$ cat src/rtl/core/lssfs_pkg.sv
`default_nettype none

package lssfs_pkg;

  // Scan phase codes
  localparam logic [2:0] PhIdle   = 3'd0;
  localparam logic [2:0] PhIdent  = 3'd1;
  localparam logic [2:0] PhProbe  = 3'd2;
  localparam logic [2:0] PhCheck  = 3'd3;
  localparam logic [2:0] PhAssign = 3'd4;
  localparam logic [2:0] PhStore  = 3'd5;

  typedef enum logic [1:0] {
    ActStart   = 2'd0,
    ActRxFrame = 2'd1,
    ActTimeout = 2'd2,
    ActNone    = 2'd3
  } action_e;

  localparam int unsigned WinCntWidth = 7;

  localparam logic [10:0] SlaveIdent   = 11'h7E4;
  localparam logic [7:0]  CsIdentify   = 8'h81;
  localparam logic [7:0]  CsIdentResp  = 8'h4F;
  localparam logic [7:0]  CsAssign     = 8'h11;
  localparam logic [7:0]  CsStore      = 8'h17;
  localparam logic [7:0]  CsSwitchWait = 8'h04;
  localparam logic [7:0]  IdentBitChk  = 8'h80;
  localparam logic [2:0]  NumParts     = 3'd4;

  // Fastscan probe frame: cs, id bits LE, bit check, sub, next
  function automatic logic [63:0] scan_frame(input logic [31:0] bits,
                                             input logic [4:0]  bitchk,
                                             input logic [1:0]  sub,
                                             input logic [1:0]  nxt);
    scan_frame = {6'd0, nxt, 6'd0, sub, 3'd0, bitchk, bits, CsIdentify};
  endfunction

endpackage

`default_nettype wire

$ cat src/rtl/core/lss_fastscan_master.sv
// LSS fastscan master, event driven.
// The result beat of an event is registered and shown in the cycle after the event beat is accepted.
// Throughput: one event beat per cycle while out_ready_i takes each result beat; else in_ready_o stalls.
// Reset (rst_ni low, asynchronous): scan idle, bit position 31, all counters
// and flags cleared, no result pending.
`default_nettype none

module lss_fastscan_master import lssfs_pkg::*; #(
  parameter int unsigned MAX_WINDOW_FRAMES = 127
) (
  input  wire logic        clk_i,
  input  wire logic        rst_ni,
  input  wire logic        in_valid_i,
  output      logic        in_ready_o,
  input  wire logic [1:0]  action_i,
  input  wire logic [7:0]  new_node_id_i,
  input  wire logic [10:0] rx_ident_i,
  input  wire logic [7:0]  rx_first_byte_i,
  input  wire logic [7:0]  rx_second_byte_i,
  output      logic        out_valid_o,
  input  wire logic        out_ready_i,
  output      logic        tx_valid_o,
  output      logic [63:0] tx_payload_o,
  output      logic        part_valid_o,
  output      logic [1:0]  part_index_o,
  output      logic [31:0] part_value_o,
  output      logic        done_res_o,
  output      logic        success_o
);

  localparam logic [WinCntWidth-1:0] MaxWin = WinCntWidth'(MAX_WINDOW_FRAMES);

  logic [2:0]             phase_q, phase_d;
  logic [31:0]            part_bits_q, part_bits_d;
  logic [4:0]             bit_pos_q, bit_pos_d;
  logic [2:0]             part_num_q, part_num_d;
  logic [1:0]             sub_idx_q, sub_idx_d;
  logic [1:0]             next_idx_q, next_idx_d;
  logic [7:0]             target_q, target_d;
  logic                   heard_q, heard_d;
  logic                   matched_q, matched_d;
  logic [WinCntWidth-1:0] win_cnt_q, win_cnt_d;

  logic        out_valid_q;
  logic        tx_valid_q, tx_valid_d;
  logic [63:0] tx_payload_q, tx_payload_d;
  logic        part_valid_q, part_valid_d;
  logic [1:0]  part_index_q, part_index_d;
  logic [31:0] part_value_q, part_value_d;
  logic        done_q, done_d;
  logic        success_q, success_d;

  logic in_fire;
  assign in_ready_o = !out_valid_q || out_ready_i;
  assign in_fire    = in_valid_i && in_ready_o;

  always_comb begin
    logic        listening;
    logic        do_close;
    logic [2:0]  pn_inc;
    action_e     act;
    phase_d      = phase_q;
    part_bits_d  = part_bits_q;
    bit_pos_d    = bit_pos_q;
    part_num_d   = part_num_q;
    sub_idx_d    = sub_idx_q;
    next_idx_d   = next_idx_q;
    target_d     = target_q;
    heard_d      = heard_q;
    matched_d    = matched_q;
    win_cnt_d    = win_cnt_q;
    tx_valid_d   = 1'b0;
    tx_payload_d = '0;
    part_valid_d = 1'b0;
    part_index_d = '0;
    part_value_d = '0;
    done_d       = 1'b0;
    success_d    = 1'b0;
    do_close     = 1'b0;
    pn_inc       = part_num_q + 3'd1;
    act          = action_e'(action_i);
    listening    = (phase_q == PhIdent) || (phase_q == PhProbe) || (phase_q == PhCheck);

    case (act)
      ActStart: begin
        part_bits_d  = '0;
        bit_pos_d    = 5'd31;
        part_num_d   = '0;
        sub_idx_d    = '0;
        next_idx_d   = '0;
        target_d     = new_node_id_i;
        heard_d      = 1'b0;
        matched_d    = 1'b0;
        win_cnt_d    = '0;
        tx_valid_d   = 1'b1;
        tx_payload_d = {16'd0, IdentBitChk, 32'd0, CsIdentify};
        phase_d      = PhIdent;
      end
      ActRxFrame: begin
        if (listening) begin
          heard_d = 1'b1;
          if (phase_q == PhIdent) begin
            matched_d = (rx_ident_i == SlaveIdent) && (rx_first_byte_i == CsIdentResp);
          end
          win_cnt_d = win_cnt_q + WinCntWidth'(1);
          do_close  = (win_cnt_d >= MaxWin);
        end else if (phase_q == PhAssign) begin
          if (rx_first_byte_i == CsAssign && rx_second_byte_i == 8'd0) begin
            tx_valid_d   = 1'b1;
            tx_payload_d = {56'd0, CsStore};
            phase_d      = PhStore;
          end else begin
            done_d  = 1'b1;
            phase_d = PhIdle;
          end
        end else if (phase_q == PhStore) begin
          done_d  = 1'b1;
          phase_d = PhIdle;
          if (rx_first_byte_i == CsStore && rx_second_byte_i == 8'd0) begin
            tx_valid_d   = 1'b1;
            tx_payload_d = {56'd0, CsSwitchWait};
            success_d    = 1'b1;
          end
        end
      end
      ActTimeout: begin
        if (listening) begin
          do_close = 1'b1;
        end else if (phase_q == PhAssign || phase_q == PhStore) begin
          done_d  = 1'b1;
          phase_d = PhIdle;
        end
      end
      default: ;
    endcase

    // End of a listen window; uses the values updated by this beat
    if (do_close) begin
      if (phase_q == PhIdent) begin
        if (heard_d && matched_d) begin
          part_bits_d  = '0;
          bit_pos_d    = 5'd31;
          part_num_d   = '0;
          sub_idx_d    = '0;
          next_idx_d   = '0;
          heard_d      = 1'b0;
          matched_d    = 1'b0;
          win_cnt_d    = '0;
          tx_valid_d   = 1'b1;
          tx_payload_d = scan_frame('0, 5'd31, 2'd0, 2'd0);
          phase_d      = PhProbe;
        end else begin
          done_d  = 1'b1;
          phase_d = PhIdle;
        end
      end else if (phase_q == PhProbe) begin
        // silence means the probed bit is 1
        if (!heard_d) begin
          part_bits_d = part_bits_q | (32'd1 << bit_pos_q);
        end
        heard_d    = 1'b0;
        matched_d  = 1'b0;
        win_cnt_d  = '0;
        tx_valid_d = 1'b1;
        if (bit_pos_q == 5'd0) begin
          next_idx_d   = next_idx_q + 2'd1;
          tx_payload_d = scan_frame(part_bits_d, 5'd0, sub_idx_q, next_idx_d);
          phase_d      = PhCheck;
        end else begin
          bit_pos_d    = bit_pos_q - 5'd1;
          tx_payload_d = scan_frame(part_bits_d, bit_pos_d, sub_idx_q, next_idx_q);
        end
      end else begin
        part_valid_d = 1'b1;
        part_index_d = part_num_q[1:0];
        part_value_d = part_bits_q;
        sub_idx_d    = sub_idx_q + 2'd1;
        part_num_d   = pn_inc;
        tx_valid_d   = 1'b1;
        if (pn_inc >= NumParts) begin
          tx_payload_d = {48'd0, target_q, CsAssign};
          phase_d      = PhAssign;
        end else begin
          part_bits_d  = '0;
          bit_pos_d    = 5'd31;
          heard_d      = 1'b0;
          matched_d    = 1'b0;
          win_cnt_d    = '0;
          tx_payload_d = scan_frame('0, 5'd31, sub_idx_d, next_idx_q);
          phase_d      = PhProbe;
        end
      end
    end
  end

  always_ff @(posedge clk_i or negedge rst_ni) begin
    if (!rst_ni) begin
      phase_q     <= PhIdle;
      part_bits_q <= '0;
      bit_pos_q   <= 5'd31;
      part_num_q  <= '0;
      sub_idx_q   <= '0;
      next_idx_q  <= '0;
      target_q    <= '0;
      heard_q     <= 1'b0;
      matched_q   <= 1'b0;
      win_cnt_q   <= '0;
      out_valid_q <= 1'b0;
    end else begin
      if (in_fire) begin
        phase_q     <= phase_d;
        part_bits_q <= part_bits_d;
        bit_pos_q   <= bit_pos_d;
        part_num_q  <= part_num_d;
        sub_idx_q   <= sub_idx_d;
        next_idx_q  <= next_idx_d;
        target_q    <= target_d;
        heard_q     <= heard_d;
        matched_q   <= matched_d;
        win_cnt_q   <= win_cnt_d;
        out_valid_q <= 1'b1;
      end else if (out_ready_i) begin
        out_valid_q <= 1'b0;
      end
    end
  end

  // result beat payload, loaded with each accepted event
  always_ff @(posedge clk_i) begin
    if (in_fire) begin
      tx_valid_q   <= tx_valid_d;
      tx_payload_q <= tx_payload_d;
      part_valid_q <= part_valid_d;
      part_index_q <= part_index_d;
      part_value_q <= part_value_d;
      done_q       <= done_d;
      success_q    <= success_d;
    end
  end

  assign out_valid_o  = out_valid_q;
  assign tx_valid_o   = tx_valid_q;
  assign tx_payload_o = tx_payload_q;
  assign part_valid_o = part_valid_q;
  assign part_index_o = part_index_q;
  assign part_value_o = part_value_q;
  assign done_res_o   = done_q;
  assign success_o    = success_q;

endmodule

`default_nettype wire

$ cat config.mk
export PLATFORM = sky130hd
export DESIGN_NAME = lss_fastscan_master
export DESIGN_NICKNAME = d
export VERILOG_FILES = /design/src/rtl/core/lssfs_pkg.sv /design/src/rtl/core/lss_fastscan_master.sv
export SDC_FILE = /design/constraint.sdc
export NUM_CORES = 1
export LEC_CHECK = 0
export BUFFER_PORTS_ARGS = -buffer_cell sky130_fd_sc_hd__buf_2
export CAP_MARGIN = 20
export CORE_MARGIN = 1.5
export CORE_UTILIZATION = 30
export CTS_CLUSTER_SIZE = 8
export DETAILED_ROUTE_END_ITERATION = 16
export PLACE_DENSITY = 0.49
export REMOVE_ABC_BUFFERS = 1
export SLEW_MARGIN = 20
export SYNTH_ARGS = -nofsm -noshare
export SYNTH_HDL_FRONTEND = slang
export SYNTH_SLANG_ARGS = --single-unit
$ cat constraint.sdc
create_clock -name clk_i -period 6.13 [get_ports clk_i]
set_input_delay 0.613 -clock clk_i [delete_from_list [all_inputs] [get_ports clk_i]]
set_output_delay 0.613 -clock clk_i [all_outputs]
set_load 0.02 [all_outputs]
# Word level (Yosys, flattened, before mapping)
# Cells that the tools add are included.
classes:
  add_sub_neg: 5
  multipliers: 0
  div: 0
  order_cmp: 2
  n_eq_ne: 11
  shifts: 1
  muxes: 102
  bitwise_logic: 3
  reduce_logical: 18
op_table:
  columns: ["op", "count"]
  rows:
  - ["two-way mux 64 bit", 6]
  - ["two-way mux 32 bit", 7]
  - ["case mux 64 bit (2 select lines)", 1]
  - ["two-way mux 58 bit", 2]
  - ["two-way mux 3 bit", 18]
  - ["two-way mux 7 bit", 6]
  - ["two-way mux 5 bit", 8]
  - ["two-way mux 1 bit", 35]
  - ["OR 32 bit", 1]
  - ["left shift 1 x 5 -> 32 bit, first input constant", 1]
  - ["two-way mux 2 bit", 12]
  - ["== test 8 x 5 -> 1 bit, second input constant", 2]
  - ["case mux 7 bit (2 select lines)", 1]
  - ["== test 11 bit, second input constant", 1]
  - ["case mux 1 bit (2 select lines)", 5]
  - ["case mux 3 bit (3 select lines)", 1]
  - ["== test 8 x 7 -> 1 bit, second input constant", 1]
  - ["zero test 8 bit", 1]
  - ["adder 7 x 1 -> 7 bit, second input constant", 1]
  - [">= comparator 7 bit, second input constant", 1]
  - ["== test 3 x 2 -> 1 bit, second input constant", 2]
  - ["== test 3 bit, second input constant", 2]
  - ["OR reduction 3 bit", 2]
  - ["logical AND 1 bit", 5]
  - ["15 further kinds", 20]
totals:
  register_bits: 167
  latch_bits: 0
  ramBits: 0
  romBits: 0
  in_bits: 41
  output_inout_bits: 104
  word_cells: 160
  n_memories: 0

# Depth between registers and ports, before layout
logic_depth:
  depth_word: 10
  mapped_depth: 11
  mapped_depth_nobuf: 8

# Worst setup path after synthesis
# No wires, ideal clock.
synth_path:
  path_kind: "input-to-reg"
  startpoint: "in out_ready_i"
  endpoint: "reg win_cnt_q[3]"
  arrival_ps: 4781
  slack_ps: 1283
  stages: 7
  n_path_buf: 1
  path_cell_list: "nand2b_1 nand2_1 inv_1 clkbuf_1 nand3_1 o31ai_1 a22o_1"
synth_via:
  elab_chain_cells: 2
synth_lines:
  columns: ["item", "line", "rtl"]
  rows:
  - ["start: declaration", "lss_fastscan_master.sv:21", "input wire logic out_ready_i,"]
  - ["logical OR 1 bit", "lss_fastscan_master.sv:54", "assign in_ready_o = !out_valid_q || out_ready_i;"]
  - ["logical AND 1 bit", "lss_fastscan_master.sv:55", "assign in_fire = in_valid_i && in_ready_o;"]
  - ["via in_fire", "lss_fastscan_master.sv:53", "logic in_fire;"]
  - ["end signal: assignment", "lss_fastscan_master.sv:220", "win_cnt_q <= win_cnt_d;"]
  - ["end: declaration", "lss_fastscan_master.sv:42", "logic [WinCntWidth-1:0] win_cnt_q, win_cnt_d;"]
# The timed path passes the listed nets, and every way through them passes these cells.
# A chain may end at the register's enable or synchronous reset.

# Final worst setup path
layout_path:
  startpoint: "in action_i[0]"
  endpoint: "reg part_bits_q[31]"
layout_via:
  elab_chain_cells: 6
  elab_cells_between_ends: 14
  cone_classes: "2 x eq/ne; 10 x mux; 2 x reduce/logical"
layout_lines:
  columns: ["item", "line", "rtl"]
  rows:
  - ["start: declaration", "lss_fastscan_master.sv:15", "input wire logic [1:0] action_i,"]
  - ["== test 2 x 1 -> 1 bit or zero test 2 bit (tied branches)", "lss_fastscan_master.sv:84", "case (act)"]
  - ["case mux 1 bit (2 select lines) or two-way mux 32 bit (tied branches)", "lss_fastscan_master.sv:84", null]
  - ["two-way mux 32 bit, or another cell as far along", "lss_fastscan_master.sv:158", "if (!heard_d) begin"]
  - ["two-way mux 32 bit (on tied branches)", "lss_fastscan_master.sv:156, lss_fastscan_master.sv:140", null]
  - ["two-way mux 32 bit", "lss_fastscan_master.sv:139", "if (phase_q == PhIdent) begin"]
  - ["two-way mux 32 bit *", "lss_fastscan_master.sv:138", "if (do_close) begin"]
  - ["end signal: assignment", "lss_fastscan_master.sv:212", "part_bits_q <= part_bits_d;"]
  - ["end: declaration", "lss_fastscan_master.sv:34", "logic [31:0] part_bits_q, part_bits_d;"]
# Mark *: on every way between the ends. The rest lies on a longest branch, timed or not.

==> results.md <==
* Outcome: complete, no violations
* Worst Tran Pin Value at 949.2 ps
* Critical Path Start Type: input port
* CTS buffer count at 17
* Top_reg_cell synth: edfxtp_1
* EDFF count, synth at 85
* Crit path DAT at 3460 ps
* Max Cap Viol at 0
* Final core occ at 36.89%
* Hold Vio Cnt, Final at 0
* Worst EP required at 6420 ps
* Synthesized flop and latch total at 150
* R2R cell count at 7
* CTS Hold Buffers Added at 0
* Compound-Gate Fraction of Synth Area at 16.69%
* Hold Path Class: in -> async
* CTS tree: built
* FP Rows at 56
* DP Area at 8083 µm²
* Fin cells at 1110
* Ys async rst share at 43.33%
* Final TNS setup at 0 ps
* Synthesized cell area at 7204 µm²
* Worst-skew pair later-pin latency at 420 ps
* PwrDens at 293.2 nW/µm²
* Layout area overhead at 20.55%
* Most common cell after layout, fill and taps aside: buf_2
* DRT Pass-1 Iters at 5
* Yosys warnings at 0
* Fin crit period at 3175 ps
* Post-route antenna net violation count at 0
* Routed WL per cell at 17.34 µm
* Cell area after layout at 8685 µm²
* Deepest clock path buffer count at 2
* Avg Cell Area, Syn at 10.87 µm²
* Root Buffer: clkbuf_16
* Filler Cells Inserted at 2387
* Die X at 158.0 µm
* Vias in the first global route at 5193
* Port bufs at 127
* Maximum VDD drop at 0.1772 mV
* Final net count at 831
* Final wirelength at 19240 µm
* Leak at 3.454 nW
* Gate Count Post-Synth at 663
* DR iter-0 viols at 377
* Register Area at 4185 µm²
* Final period utilization at 51.80%
* Multi-input logic area at 2685 µm²
* Max Slew Vio Count at 0
* DP HPWL at 13260 µm
* Die ar. at 24950 µm²
* DRC viols at 0
* Core area at 23540 µm²
* DR vias at 5550
* Slew HR at 36.72%
* Post-Synth Simple-Gate Area at 15.53%
* Synth Area in XOR/XNOR at 0.7294%
* Most frequent cells in the layout: buf_2 (127), edfxtp_1 (85), nor2_1 (73)
* Initial antenna violation count at 0
* F_max at 0.3149 GHz
* GRT Total Usage at 15.61%
* Post-synthesis sequential area ratio at 58.09%
* Total Power at 2.546 mW
* RSZ-0062 raised after global routing: false
* Cts repair resizes at 0
* Grt ovf at 0
* Fraction of the mapped netlist area in adder cells at 2.084%
* Setup Buffers After CTS at 0
* Die H at 158.0 µm
* Share of cells above drive strength 1 at 23.77%
* Top post-synthesis cells by area: edfxtp_1 (35%), dfrtp_1 (21%), nor2_1 (3.9%)
* Largest net degree at the start of global routing at 66
* Crit. End Element: register
* # IOs at 145
* Initial Utilization at 30.60%
* Crit path max fanout at 31
* Final Wtd Congestion at 0.7941
* Placed insts at 1078
* Global-route wire length before repair at 29480 µm
* Main combinational cell family by area after synthesis: compound AO/OA/AOI/OAI gates
* H-tree levels at 4
* Top cell type's share of synthesized area at 35.43%
* CP Class: in -> reg
* Final Setup Violations at 0
* Vias per cell at 5.000
* Yosys cell types at 69
* Clk_skew at 10.48 ps
* Mux contribution to synthesized area at 1.250%
* N_diodes at 0
* Reg clk slew, reported paths at 60 ps
* Area leader, netlist: edfxtp_1
* TritonCTS Sinks at 150
final timing paths:
path                                    from               to  slack (ps)
max in group asynchronous             rst_ni      target_q[3]        5090
worst max register to register  win_cnt_q[0]     sub_idx_q[0]        3000
worst min-delay path                  rst_ni      out_valid_o         380
min in group clk_i                in_valid_i      out_valid_o         400
worst min register to register   target_q[3]      target_q[3]         500
worst max-delay path             action_i[0]  part_bits_q[31]        2950
cell families after synthesis:
group	after synthesis
adder cells (fa/ha/maj)	12
flip-flops	150
AND/OR/NAND/NOR	223
other	1
AO/OA/AOI/OAI	176
buffers and inverters	87
XOR/XNOR	6
multiplexers	8
where the power goes:
part,leakage [nW],total (mW),switching [mW],internal [mW]
logic,1.46,0.287,0.193,0.0935
registers,1.70,1.18,0.0532,1.13
clock network,0.288,1.08,0.434,0.646
total,3.45,2.55,0.681,1.87
per-stage QoR:
step / hold WS, ps / setup WS [ps]
after floorplan: 317.4 / 1646
after global placement: 490.1 / 2174
after detailed placement: 495.3 / 2519
after CTS: 384.2 / 2946
after global routing: 409.6 / 2602
final: 375.9 / 2955
synth_stat cells, types with 4 or more instances:
library cell	number
nor2_1	74
nand2b_1	4
dfstp_2	5
xnor2_1	4
nor2b_1	8
edfxtp_1	85
o21ai_0	26
o2bb2ai_1	9
nand2_1	34
clkbuf_1	25
and2_1	20
nand3_1	16
buf_2	9
nor3_1	27
or3_1	6
a22oi_1	8
buf_4	17
nand3b_1	5
o32a_1	5
o31ai_1	5
a31oi_1	18
o21a_1	5
a21oi_1	38
a32oi_1	9
inv_1	33
ha_1	12
nand4_1	4
a22o_1	9
mux2_2	8
dfrtp_1	60
o22ai_1	19
and3_1	7
sequential cells by signal, summed over array words and instances, names as in the netlist:
name / cells
matched_q: 1
part_index_o: 2
next_idx_q: 2
tx_valid_o: 1
tx_payload_o: 47
part_bits_q: 32
phase_q: 3
part_num_q: 3
part_valid_o: 1
win_cnt_q: 7
out_valid_o: 1
bit_pos_q: 5
target_q: 8
heard_q: 1
success_o: 1
done_res_o: 1
part_value_o: 32
sub_idx_q: 2
layout make-up:
type	count	area share (%)
well taps	319	4.596
clock inverters	13	1.945
multi-input cells	442	30.92
clock buffers	19	4.985
inverters	33	1.441
flip-flops and latches	150	48.19
repair buffers	134	7.924
critical path, cell delays in order:
cell     delay [ps]
buf_2           120
inv_1            70
ha_1            500
inv_1           260
or3_1           720
nand3_2         440
nor3b_2         230
buf_4           360
o22ai_1         130
metal layers:
layer  track usage (%)  part of all wire (%)
met4             4.806                   1.7
met1             21.40                    46
met5                 0                     0
met2             24.71                    46
met3             3.285                   5.7
(Power assumes the default switching activity.)
